$ cat src/rtl/core/tsfs_pkg.sv
// ---------------------------------------------------------------------------
// tsfs_pkg: shared types and constants for the torque sensor filter/scale
// Sequencer states, register indexes and the divider request/response words.
// ---------------------------------------------------------------------------
package tsfs_pkg;

    localparam int SAMPLE_BITS = 16;
    localparam logic [15:0] SAMPLE_MASK = 16'((32'd1 << SAMPLE_BITS) - 32'd1);

    // configuration register indexes
    localparam logic [2:0] REG_BW_RISE        = 3'd0;
    localparam logic [2:0] REG_BW_FALL        = 3'd1;
    localparam logic [2:0] REG_SENSOR_OFFSET  = 3'd2;
    localparam logic [2:0] REG_SENSOR_SLOPE   = 3'd3;
    localparam logic [2:0] REG_SENSOR_DIVISOR = 3'd4;
    localparam logic [2:0] REG_MOTOR_OFFSET   = 3'd5;
    localparam logic [2:0] REG_MOTOR_SLOPE    = 3'd6;
    localparam logic [2:0] REG_MOTOR_DIVISOR  = 3'd7;

    typedef enum logic [3:0] {
        ST_IDLE,
        ST_FMUL,
        ST_FDIV_GO,
        ST_FDIV,
        ST_SBASE,
        ST_SMUL,
        ST_SDIV_GO,
        ST_SDIV,
        ST_MBASE,
        ST_MMUL,
        ST_MABS,
        ST_MDIV_GO,
        ST_MDIV,
        ST_OUT
    } state_t;

    // num_hi must be below den, so the quotient fits in 16 bits
    typedef struct packed {
        logic        start;
        logic [15:0] num_hi;
        logic [15:0] num_lo;
        logic [15:0] den;
    } div_req_t;

    typedef struct packed {
        logic        done;
        logic [15:0] quotient;
    } div_rsp_t;

endpackage

$ cat src/rtl/core/torque_sensor_filter_scale.sv
// ---------------------------------------------------------------------------
// torque_sensor_filter_scale: torque sensor low-pass filter and scaling
// Asymmetric IIR filter, offset/slope/divisor scaling and motor torque.
// ---------------------------------------------------------------------------
// Sequence: from the accepting edge to m_tvalid the block runs three divider
//   passes of 16 steps, each ending in a done strobe, plus ten sequencer steps.
// Invalid samples, saturated quotients or a zero motor product skip a pass.
// s_tready is high only in idle, so a new word waits until the last is done,
//   and a result still held in the output register delays the next word.
// Reset: async, active low; filter, torque and config to defaults, output empty.
module torque_sensor_filter_scale
    import tsfs_pkg::*;
(
    input  logic        clk,
    input  logic        rst_n,
    input  logic        cfg_we,
    input  logic [2:0]  cfg_addr,
    input  logic [15:0] cfg_wdata,
    input  logic        s_tvalid,
    output logic        s_tready,
    input  logic [15:0] s_tdata,   // [15:0] adc_sample
    output logic        m_tvalid,
    input  logic        m_tready,
    output logic [47:0] m_tdata    // [15:0] filtered_adc, [31:16] torque_value,
                                   // [47:32] motor_torque
);

    state_t state_reg, state_next;

    logic [15:0]        bw_rise_reg, bw_fall_reg, sensor_offset_reg, motor_offset_reg;
    logic [14:0]        sensor_slope_reg, sensor_divisor_reg, motor_divisor_reg;
    logic signed [15:0] motor_slope_reg;

    logic [15:0]        filter_reg, torque_reg;
    logic [15:0]        sample_reg, bw_reg, base_reg, mt_reg;
    logic signed [33:0] prod_reg;
    logic [30:0]        mag_reg;
    logic               neg_reg;

    logic               m_valid_reg;
    logic [47:0]        m_data_reg;

    logic [15:0]        bw_sel, bw_eff;
    logic               sample_bad;
    logic [31:0]        acc;
    logic signed [16:0] mul_a, mul_b;
    logic signed [33:0] mul_p;
    logic signed [33:0] prod_neg;
    logic               out_free;
    logic [15:0]        q;
    logic               sens_sat, mot_sat, mag_zero;

    div_req_t div_req;
    div_rsp_t div_rsp;

    tsfs_div u_div
    (
        .clk   (clk),
        .rst_n (rst_n),
        .req   (div_req),
        .rsp   (div_rsp)
    );

    assign q          = div_rsp.quotient;
    assign sample_bad = (sample_reg == SAMPLE_MASK);
    assign bw_sel     = (sample_reg > filter_reg) ? bw_rise_reg : bw_fall_reg;
    assign bw_eff     = (bw_sel == 16'd0) ? 16'd1 : bw_sel;
    assign acc        = prod_reg[31:0] + {16'd0, sample_reg};
    assign prod_neg   = -prod_reg;
    assign sens_sat   = (prod_reg[30:16] >= sensor_divisor_reg);
    assign mot_sat    = (mag_reg[30:16] >= motor_divisor_reg);
    assign mag_zero   = (mag_reg == 31'd0);
    assign out_free   = !m_valid_reg || m_tready;

    // shared multiplier operand selection
    always_comb
    begin
        mul_a = 17'sd0;
        mul_b = 17'sd0;
        case (state_reg)
            ST_FMUL:
            begin
                mul_a = $signed({1'b0, 16'(bw_eff - 16'd1)});
                mul_b = $signed({1'b0, filter_reg});
            end
            ST_SMUL:
            begin
                mul_a = $signed({2'b00, sensor_slope_reg});
                mul_b = $signed({1'b0, base_reg});
            end
            ST_MMUL:
            begin
                mul_a = {motor_slope_reg[15], motor_slope_reg};
                mul_b = $signed({1'b0, base_reg});
            end
            default:
            begin
                mul_a = 17'sd0;
                mul_b = 17'sd0;
            end
        endcase
    end

    assign mul_p = mul_a * mul_b;

    // next state
    always_comb
    begin
        state_next = state_reg;
        case (state_reg)
            ST_IDLE:    if (s_tvalid) state_next = ST_FMUL;
            ST_FMUL:    state_next = ST_FDIV_GO;
            ST_FDIV_GO: state_next = sample_bad ? ST_SBASE : ST_FDIV;
            ST_FDIV:    if (div_rsp.done) state_next = ST_SBASE;
            ST_SBASE:   state_next = ST_SMUL;
            ST_SMUL:    state_next = ST_SDIV_GO;
            ST_SDIV_GO: state_next = sens_sat ? ST_MBASE : ST_SDIV;
            ST_SDIV:    if (div_rsp.done) state_next = ST_MBASE;
            ST_MBASE:   state_next = ST_MMUL;
            ST_MMUL:    state_next = ST_MABS;
            ST_MABS:    state_next = ST_MDIV_GO;
            ST_MDIV_GO: state_next = (mag_zero || mot_sat) ? ST_OUT : ST_MDIV;
            ST_MDIV:    if (div_rsp.done) state_next = ST_OUT;
            ST_OUT:     if (out_free) state_next = ST_IDLE;
            default:    state_next = ST_IDLE;
        endcase
    end

    // sequencer outputs
    always_comb
    begin
        s_tready       = 1'b0;
        div_req.start  = 1'b0;
        div_req.num_hi = acc[31:16];
        div_req.num_lo = acc[15:0];
        div_req.den    = bw_reg;
        case (state_reg)
            ST_IDLE:    s_tready = 1'b1;
            ST_FDIV_GO: div_req.start = !sample_bad;
            ST_SDIV_GO:
            begin
                div_req.start  = !sens_sat;
                div_req.num_hi = prod_reg[31:16];
                div_req.num_lo = prod_reg[15:0];
                div_req.den    = {1'b0, sensor_divisor_reg};
            end
            ST_MDIV_GO:
            begin
                div_req.start  = !(mag_zero || mot_sat);
                div_req.num_hi = {1'b0, mag_reg[30:16]};
                div_req.num_lo = mag_reg[15:0];
                div_req.den    = {1'b0, motor_divisor_reg};
            end
            default:    s_tready = 1'b0;
        endcase
    end

    always_ff @(posedge clk or negedge rst_n)
    begin
        if (!rst_n)
        begin
            state_reg          <= ST_IDLE;
            m_valid_reg        <= 1'b0;
            filter_reg         <= '0;
            torque_reg         <= '0;
            bw_rise_reg        <= 16'd16;
            bw_fall_reg        <= 16'd16;
            sensor_offset_reg  <= '0;
            sensor_slope_reg   <= 15'd1;
            sensor_divisor_reg <= 15'd1;
            motor_offset_reg   <= '0;
            motor_slope_reg    <= 16'sd1;
            motor_divisor_reg  <= 15'd1;
        end
        else
        begin
            state_reg <= state_next;

            if (cfg_we)
            begin
                case (cfg_addr)
                    REG_BW_RISE:        bw_rise_reg        <= cfg_wdata;
                    REG_BW_FALL:        bw_fall_reg        <= cfg_wdata;
                    REG_SENSOR_OFFSET:  sensor_offset_reg  <= cfg_wdata;
                    REG_SENSOR_SLOPE:   sensor_slope_reg   <= cfg_wdata[14:0];
                    REG_SENSOR_DIVISOR: sensor_divisor_reg <= cfg_wdata[14:0];
                    REG_MOTOR_OFFSET:   motor_offset_reg   <= cfg_wdata;
                    REG_MOTOR_SLOPE:    motor_slope_reg    <= $signed(cfg_wdata);
                    REG_MOTOR_DIVISOR:  motor_divisor_reg  <= cfg_wdata[14:0];
                    default:            ;
                endcase
            end

            if (state_reg == ST_FDIV && div_rsp.done)
                filter_reg <= q;

            if (state_reg == ST_SDIV_GO && sens_sat)
                torque_reg <= 16'hFFFF;
            else if (state_reg == ST_SDIV && div_rsp.done)
                torque_reg <= q;

            if (state_reg == ST_OUT && out_free)
                m_valid_reg <= 1'b1;
            else if (m_tready)
                m_valid_reg <= 1'b0;
        end
    end

    // datapath words
    always_ff @(posedge clk)
    begin
        if (s_tvalid && s_tready)
            sample_reg <= s_tdata & SAMPLE_MASK;

        case (state_reg)
            ST_FMUL:
            begin
                prod_reg <= mul_p;
                bw_reg   <= bw_eff;
            end
            ST_SMUL, ST_MMUL: prod_reg <= mul_p;
            ST_SBASE:
                base_reg <= (filter_reg > sensor_offset_reg) ?
                            16'(filter_reg - sensor_offset_reg) : 16'd0;
            ST_MBASE:
                base_reg <= (torque_reg > motor_offset_reg) ?
                            16'(torque_reg - motor_offset_reg) : 16'd0;
            ST_MABS:
            begin
                neg_reg <= prod_reg[33];
                mag_reg <= prod_reg[33] ? prod_neg[30:0] : prod_reg[30:0];
            end
            ST_MDIV_GO:
            begin
                // zero divisor lands here too, saturating by sign
                if (mag_zero)
                    mt_reg <= 16'd0;
                else if (mot_sat)
                    mt_reg <= neg_reg ? 16'h8000 : 16'h7FFF;
            end
            ST_MDIV:
            begin
                if (div_rsp.done)
                begin
                    if (!neg_reg)
                        mt_reg <= (q > 16'd32767) ? 16'h7FFF : q;
                    else
                        mt_reg <= (q > 16'd32768) ? 16'h8000 : 16'(~q + 16'd1);
                end
            end
            ST_OUT:
                if (out_free)
                    m_data_reg <= {mt_reg, torque_reg, filter_reg};
            default: ;
        endcase
    end

    assign m_tvalid = m_valid_reg;
    assign m_tdata  = m_data_reg;

endmodule

$ cat src/rtl/core/tsfs_div.sv
// ---------------------------------------------------------------------------
// tsfs_div: iterative restoring divider
// 32-by-16 division yielding a 16-bit quotient, one bit per cycle while busy.
// ---------------------------------------------------------------------------
module tsfs_div
    import tsfs_pkg::*;
(
    input  logic     clk,
    input  logic     rst_n,
    input  div_req_t req,
    output div_rsp_t rsp
);

    logic [15:0] rem_reg, rem_next;
    logic [15:0] quo_reg, quo_next;
    logic [15:0] den_reg, den_next;
    logic [3:0]  cnt_reg, cnt_next;
    logic        busy_reg, busy_next;
    logic        done_reg, done_next;
    logic [16:0] trial;
    logic        ge;

    assign trial = {rem_reg, quo_reg[15]};
    assign ge    = (trial >= {1'b0, den_reg});

    always_comb
    begin
        rem_next  = rem_reg;
        quo_next  = quo_reg;
        den_next  = den_reg;
        cnt_next  = cnt_reg;
        busy_next = busy_reg;
        done_next = 1'b0;
        if (req.start)
        begin
            rem_next  = req.num_hi;
            quo_next  = req.num_lo;
            den_next  = req.den;
            cnt_next  = 4'd15;
            busy_next = 1'b1;
        end
        else if (busy_reg)
        begin
            // dividend bits shift out the top as quotient bits shift in
            rem_next = ge ? 16'(trial - {1'b0, den_reg}) : trial[15:0];
            quo_next = {quo_reg[14:0], ge};
            cnt_next = cnt_reg - 4'd1;
            if (cnt_reg == 4'd0)
            begin
                busy_next = 1'b0;
                done_next = 1'b1;
            end
        end
    end

    always_ff @(posedge clk or negedge rst_n)
    begin
        if (!rst_n)
        begin
            cnt_reg  <= '0;
            busy_reg <= 1'b0;
            done_reg <= 1'b0;
        end
        else
        begin
            cnt_reg  <= cnt_next;
            busy_reg <= busy_next;
            done_reg <= done_next;
        end
    end

    always_ff @(posedge clk)
    begin
        rem_reg <= rem_next;
        quo_reg <= quo_next;
        den_reg <= den_next;
    end

    assign rsp.done     = done_reg;
    assign rsp.quotient = quo_reg;

endmodule

$ cat config.mk
export PLATFORM = sky130hd
export DESIGN_NAME = torque_sensor_filter_scale
export DESIGN_NICKNAME = d
export VERILOG_FILES = /design/src/rtl/core/tsfs_pkg.sv /design/src/rtl/core/torque_sensor_filter_scale.sv /design/src/rtl/core/tsfs_div.sv
export SDC_FILE = /design/constraint.sdc
export NUM_CORES = 2
export LEC_CHECK = 0
export ABC_CLOCK_PERIOD_IN_PS = 9550
export CAP_MARGIN = 15
export CORE_ASPECT_RATIO = 0.9
export CORE_MARGIN = 1.5
export CORE_UTILIZATION = 56
export DETAILED_ROUTE_END_ITERATION = 12
export DONT_BUFFER_PORTS = 1
export PLACE_DENSITY_LB_ADDON = 0.3
export SETUP_SLACK_MARGIN = 0.3
export SKIP_CTS_REPAIR_TIMING = 1
export SLEW_MARGIN = 15
export SYNTH_ARGS = -nofsm -noshare
export SYNTH_HDL_FRONTEND = slang
export SYNTH_SLANG_ARGS = --single-unit
$ cat constraint.sdc
create_clock -name clk -period 9.55 [get_ports clk]
set_clock_uncertainty 0.15 [all_clocks]
set_input_delay 1.91 -clock clk [delete_from_list [all_inputs] [get_ports clk]]
set_output_delay 1.91 -clock clk [all_outputs]
set_load 0.1 [all_outputs]
; ---- After elaboration in Yosys (flattened, before gate mapping)
; Cells that the tools add are included.
[op_classes]
n_addsub = 8
mul = 1
n_lt_le_gt_ge = 8
n_eq_ne = 27
mux = 45
bitwise_logic = 1
n_reduce_logical = 34
[ops]
columns = cell, n
row1 = $mux 16, 18
row2 = $pmux 16 s2, 3
row3 = $pmux 48 s2, 1
row4 = $pmux 4 s14, 1
row5 = $pmux 17 s3, 1
row6 = $gt 16x16->1, 3
row7 = $sub 16x16->16, 3
row8 = $mul 17x17->34, 1
row9 = $add 32x16->32, 1
row10 = $mux 4, 8
row11 = $logic_not 31->1, 1
row12 = $mux 31, 1
row13 = $neg 31->31, 1
row14 = $ge 15x15->1, 2
row15 = $eq 4x4->1 const B, 6
row16 = $reduce_and 2->1, 9
row17 = $ge 17x16->1, 1
row18 = $add 16x1->16 const B, 1
row19 = $eq 16x16->1 const B, 1
row20 = $eq 4x3->1 const B, 4
row21 = $gt 16x15->1 const B, 1
row22 = $gt 16x16->1 const B, 1
row23 = $logic_not 16->1, 1
row24 = $not 16->16, 1
row25 = 23 further kinds, 53
[totals]
register_bits = 394
in_bits = 40
output_inout_bits = 50
elab_cells = 150

; ---- Logic depth before layout (Yosys ltp)
[depth]
depth_word = 7
depth_mapped = 39
mapped_depth_nobuf = 38

; ---- Cells and area by module
; Synthesis repeated with hierarchy kept, for this count alone.
[hier_totals]
hier_cells = 3243
hier_area_um2 = 32504.9
[modules_own_cells]
columns = module, n_inst, cells_each, area_per_inst_um2, seq_area_each_um2
row1 = torque_sensor_filter_scale, 1, 2920, 29079.1, 9376.5
row2 = tsfs_div, 1, 323, 3425.8, 1591.5

; ---- Worst setup path after synthesis
; No wires, ideal clock.
[synth_path]
kind = register -> register
startpoint = register filter_reg[14]
endpoint = register prod_reg[33] (data pin)
setup_ps = 260
arrival_ps = 9478
t_required_ps = 9140
setup_slack_ps = -338
path_stages_with_launch = 38
path_buffers = 1
period_less_slack_ps = 9888
path_cell_list = dfrtp_1 > inv_1 > ha_1 > and3_1 > nand4_1 > nor4_2 > a21oi_1 > nor2_2 > buf_2 > mux2i_1 > ha_1 > nand2b_1 > or2_1 > or4_4 > nor3_4 > or3b_1 > mux2i_4 > xor2_2 > [2 not listed] > inv_1 > fa_1 > fa_1 > inv_1 > fa_1 > fa_1 > inv_1 > fa_1 > inv_1 > ha_1 > o21ai_0 > o211ai_1 > a211oi_1 > nor4bb_1 > o31ai_1 > o2111ai_1 > a21oi_1 > xnor2_1
[synth_via]
elab_chain_cells = 7
word_cells_on_any_way = 8
classes_between = add/sub (1) / mul (1) / order compare (1) / mux (4) / reduce/logical (1)
[synth_rtl]
columns = element, line_no
row1 = from (decl), torque_sensor_filter_scale.sv:34  ; logic [15:0] filter_reg, torque_reg;
row2 = from (signal assigned), torque_sensor_filter_scale.sv:195  ; filter_reg <= q;
row3 = $gt 16x16->1, torque_sensor_filter_scale.sv:66  ; assign bw_sel = (sample_reg > filter_reg) ? bw_rise_reg : bw_fall_reg;
row4 = $mux 16, torque_sensor_filter_scale.sv:66
row5 = $logic_not 16->1, torque_sensor_filter_scale.sv:67  ; assign bw_eff = (bw_sel == 16'd0) ? 16'd1 : bw_sel;
row6 = $mux 16, torque_sensor_filter_scale.sv:67
row7 = $sub 16x1->16, torque_sensor_filter_scale.sv:83  ; mul_a = $signed({1'b0, 16'(bw_eff - 16'd1)});
row8 = $pmux 17 s3, torque_sensor_filter_scale.sv:80  ; case (state_reg)
row9 = $mul 17x17->34 (*), torque_sensor_filter_scale.sv:104  ; assign mul_p = mul_a * mul_b;
row10 = net mul_p[33], torque_sensor_filter_scale.sv:47  ; logic signed [33:0] mul_p;
row11 = to (signal assigned), torque_sensor_filter_scale.sv:218  ; prod_reg <= mul_p;
row12 = to (signal assigned), torque_sensor_filter_scale.sv:221  ; ST_SMUL, ST_MMUL: prod_reg <= mul_p;
row13 = to (decl), torque_sensor_filter_scale.sv:36  ; logic signed [33:0] prod_reg;
; The timed path passes the listed nets; every way through them passes the cells marked *.
; A chain may end at the register's enable or synchronous reset.

; ---- Worst setup path in the final report
[layout_path]
startpoint = register sample_reg[15]
endpoint = register prod_reg[31] (data pin)
[layout_via]
elab_chain_cells = 7
[layout_rtl]
columns = element, line_no
row1 = from (decl), torque_sensor_filter_scale.sv:35  ; logic [15:0] sample_reg, bw_reg, base_reg, mt_reg;
row2 = from (signal assigned), torque_sensor_filter_scale.sv:213  ; sample_reg <= s_tdata & SAMPLE_MASK;
row3 = $gt 16x16->1 (*), torque_sensor_filter_scale.sv:66
row4 = $mux 16 (*), torque_sensor_filter_scale.sv:66
row5 = $logic_not 16->1, torque_sensor_filter_scale.sv:67
row6 = $mux 16 (*), torque_sensor_filter_scale.sv:67
row7 = $sub 16x1->16 (*), torque_sensor_filter_scale.sv:83
row8 = $pmux 17 s3 (*), torque_sensor_filter_scale.sv:80
row9 = $mul 17x17->34 (*), torque_sensor_filter_scale.sv:104
row10 = net mul_p[31], torque_sensor_filter_scale.sv:47
; Marked as above.

==> flow_metrics.env <==
export IMPL_status="complete, but fails checks"
export IMPL_violations="setup timing"
export IMPL_wire_per_inst_um=27.39
export IMPL_cts_tree="yes"
export IMPL_dp_cells=4093
export IMPL_track_usage=0.3920
export IMPL_rsz0062_at_grt="yes"
export IMPL_port_buffers=0
export IMPL_crit_arrival_ps=10020
export IMPL_yosysSeqAreaShare=0.3377
export IMPL_synth_edf_count=225
export IMPL_io_pin_count=90
export IMPL_slowest_stage="or4_4"
export IMPL_clk_root_buffer_cell="clkbuf_16"
export IMPL_clock_latency_ps=610
export IMPL_async_reset_ff_frac=0.4275
export IMPL_worstPathRequired_ps=9730
export IMPL_worst_setup_path_start_kind="flip-flop"
export IMPL_worstHoldStart="mt_reg[12]"
export IMPL_holdWs_ps=270.8
export IMPL_grt_pass1_vias=26640
export IMPL_gp_congestion=1.026
export IMPL_largest_reg_flops=48
export IMPL_syn_area_per_cell_um2=9.928
export IMPL_cap_violations=0
export IMPL_row_count=83
export IMPL_cp_common_cell="fa_1"
export IMPL_hpwl_mm=90.87
export IMPL_mostFrequentLayoutCells="495 x inv_1, 289 x nand2_1, 280 x fa_1, 225 x edfxtp_1, 198 x nor2_1"
export IMPL_p_leak_uw=0.01592
export IMPL_grt_max_degree=169
export IMPL_timing_final_max_slew_violations=0
export IMPL_slew_headroom=0.1230
export IMPL_setup_viol=15
export IMPL_critical_path_max_stage_delay_ps=560
export IMPL_cts_buffers_inserted=44
export IMPL_holdPathStages=0
export IMPL_synth_ff_type="edfxtp_1"
export IMPL_final_common_cell="inv_1"
export IMPL_reg2reg_from="sample_reg[15]"
export IMPL_rr_endpoint="prod_reg[31]"
export IMPL_path_max_fanout=8
export IMPL_drt_iter0_markers=2652
export IMPL_fmax_ghz=0.1016
export IMPL_synth_seq_cells=393
export IMPL_antenna_found_initial=5
export IMPL_die_h_um=231.5
export IMPL_start_util=0.5675
export IMPL_ant_nets=0
export IMPL_final_cells=4205
export IMPL_synthToLayoutAreaGrowth_pct=12.61
export IMPL_hold_path_class="flip-flop to flip-flop"
export IMPL_grt_pass1_wl_mm=171.4
export IMPL_path_delay_family="adder cells"
export IMPL_setup_slack_ps=-289.1
export IMPL_power_density_mw_per_mm2=251.5
export IMPL_synth_area_top_cells="edfxtp_1 21%, fa_1 17%, dfrtp_1 12%"
export IMPL_holdPathEnd="m_tdata[44]"
export IMPL_vias=26420
export IMPL_firstDrtPassIters=8
export IMPL_viasPerCell=6.284
export IMPL_path_class="flip-flop to flip-flop"
export IMPL_crit_path_end_kind="flip-flop"
export IMPL_final_util=0.6391
export IMPL_synth_top_area_share=0.2081
export IMPL_fin_tns_setup_ps=-2659
export IMPL_routed_wl_mm=115.2
export IMPL_netlist_top_cell_by_area="edfxtp_1"
export IMPL_final_nets=3927
export IMPL_gr_total_overflow=0
export IMPL_r2r_slack_ps=-290
export IMPL_cts_path_max_buffers=3
export IMPL_fin_crit_sh=1.030
export IMPL_clkSinkCount=393
export IMPL_syn_inst=3271
export IMPL_drc=0
export IMPL_ir_worst_vdd_uv=181.5
export IMPL_synthesis_nets=3795
export IMPL_die_area_mm2=0.05945
export IMPL_worstRegToRegCells=38
export IMPL_tightest_slew_ps=1315
export IMPL_clk_pin_slew_ps=60
export IMPL_hold_violations=0
export IMPL_ys_warn_count=0
export IMPL_ys_types=85
export IMPL_syn_cell_area_mm2=0.03247
export IMPL_finalCriticalPeriod_ps=9839
export IMPL_drive_gt1_frac=0.1506
export IMPL_core_mm2=0.05722
export IMPL_cp_num_buf_inv=7
export IMPL_die_x_um=256.8
export IMPL_h_tree_depth=2
[synthesized netlist by cell type, types with 10 or more instances]
| library cell | instances |
|---|---|
| nand4_1 | 28 |
| o21bai_1 | 10 |
| nor4_1 | 27 |
| nor2b_1 | 11 |
| nor3b_1 | 11 |
| nor3_1 | 39 |
| xor2_1 | 38 |
| clkbuf_1 | 104 |
| o211ai_1 | 13 |
| o22ai_1 | 64 |
| xnor2_1 | 91 |
| nand2b_1 | 31 |
| nor2_1 | 205 |
| a21o_1 | 34 |
| and2_1 | 23 |
| a21oi_1 | 149 |
| a22oi_1 | 48 |
| fa_1 | 283 |
| o221ai_1 | 15 |
| o31ai_1 | 20 |
| o21ai_0 | 138 |
| or3_1 | 22 |
| nand2_1 | 290 |
| and3_1 | 24 |
| o21a_1 | 19 |
| nand3_1 | 70 |
| edfxtp_1 | 225 |
| mux2_2 | 120 |
| a211oi_1 | 31 |
| a31oi_1 | 37 |
| dfrtp_1 | 162 |
| mux2i_1 | 16 |
| ha_1 | 201 |
| inv_1 | 507 |
[metal layers]
metal	share of wire	track usage	wire length, µm	vias up
met1	0.39	0.5106	44880	13110
met4	0.061	0.2022	7073	6
met3	0.10	0.09646	11540	374
met2	0.45	0.6102	51660	1402
li1	-	-	-	11530
met5	0.00031	0	36	-
[worst max path at each step]
stage,slack (ps),cells after the start,from,end
2_1_floorplan,210,37,filter_reg[12],prod_reg[30]
3_3_place_gp,100,36,sample_reg[14],prod_reg[33]
3_5_place_dp,-180,35,sample_reg[14],prod_reg[33]
4_1_cts,-240,35,sample_reg[14],prod_reg[33]
5_1_grt,-560,34,sample_reg[14],prod_reg[31]
6_report,-290,38,sample_reg[15],prod_reg[31]
[through the flow]
step                      total power (µW)  setup WS (ps)  area, µm²
final                                 9199         -289.1      36570
after global routing                  9637         -562.2      36570
after CTS                             9001         -237.5      36000
after detailed placement              7207         -183.4      34520
after global placement                7128          95.06      34510
after floorplan                       5564          208.9      32650
[power breakdown]
| group | leakage [µW] | internal, µW | switching [µW] | total (µW) |
|---|---|---|---|---|
| combinational | 0.0111 | 1650 | 2770 | 4420 |
| sequential | 0.00412 | 2410 | 604 | 3010 |
| clock | 0.000709 | 1020 | 747 | 1770 |
[cell type report]
cell class / count / area [µm²]
Clock inverter: 23 / 291.5
Antenna cell: 1 / 2.502
Fill cell: 4619 / 20650
Timing Repair Buffer: 202 / 1549
Tap cell: 765 / 957.2
Multi-Input combinational cell: 2251 / 19700
Clock buffer: 59 / 1189
Inverter: 511 / 1918
Sequential cell: 393 / 10970
[cells by family (layout without fill, tap and decap cells)]
kind of cell | after synthesis | after routing | synth area share
AND/OR/NAND/NOR | 824 | 824 | 0.1198
flip-flops | 393 | 393 | 0.3377
multiplexers | 137 | 137 | 0.04724
XOR/XNOR | 131 | 131 | 0.03579
buffers and inverters | 627 | 795 | 0.07274
AO/OA/AOI/OAI | 675 | 675 | 0.1348
adder cells (fa/ha/maj) | 484 | 484 | 0.2519
other | 0 | 1 | 0
[worst register-to-register path: cells and delay by family, from the launching register on]
family                   cells  cell delay [ps]
XOR/XNOR                     2              300
buffers and inverters        7              660
AND/OR/NAND/NOR             10             2980
adder cells (fa/ha/maj)      9             3700
AO/OA/AOI/OAI                8              980
multiplexers                 2              350
flip-flops                   1              450
Note: power is estimated with default switching activity, not from simulation.
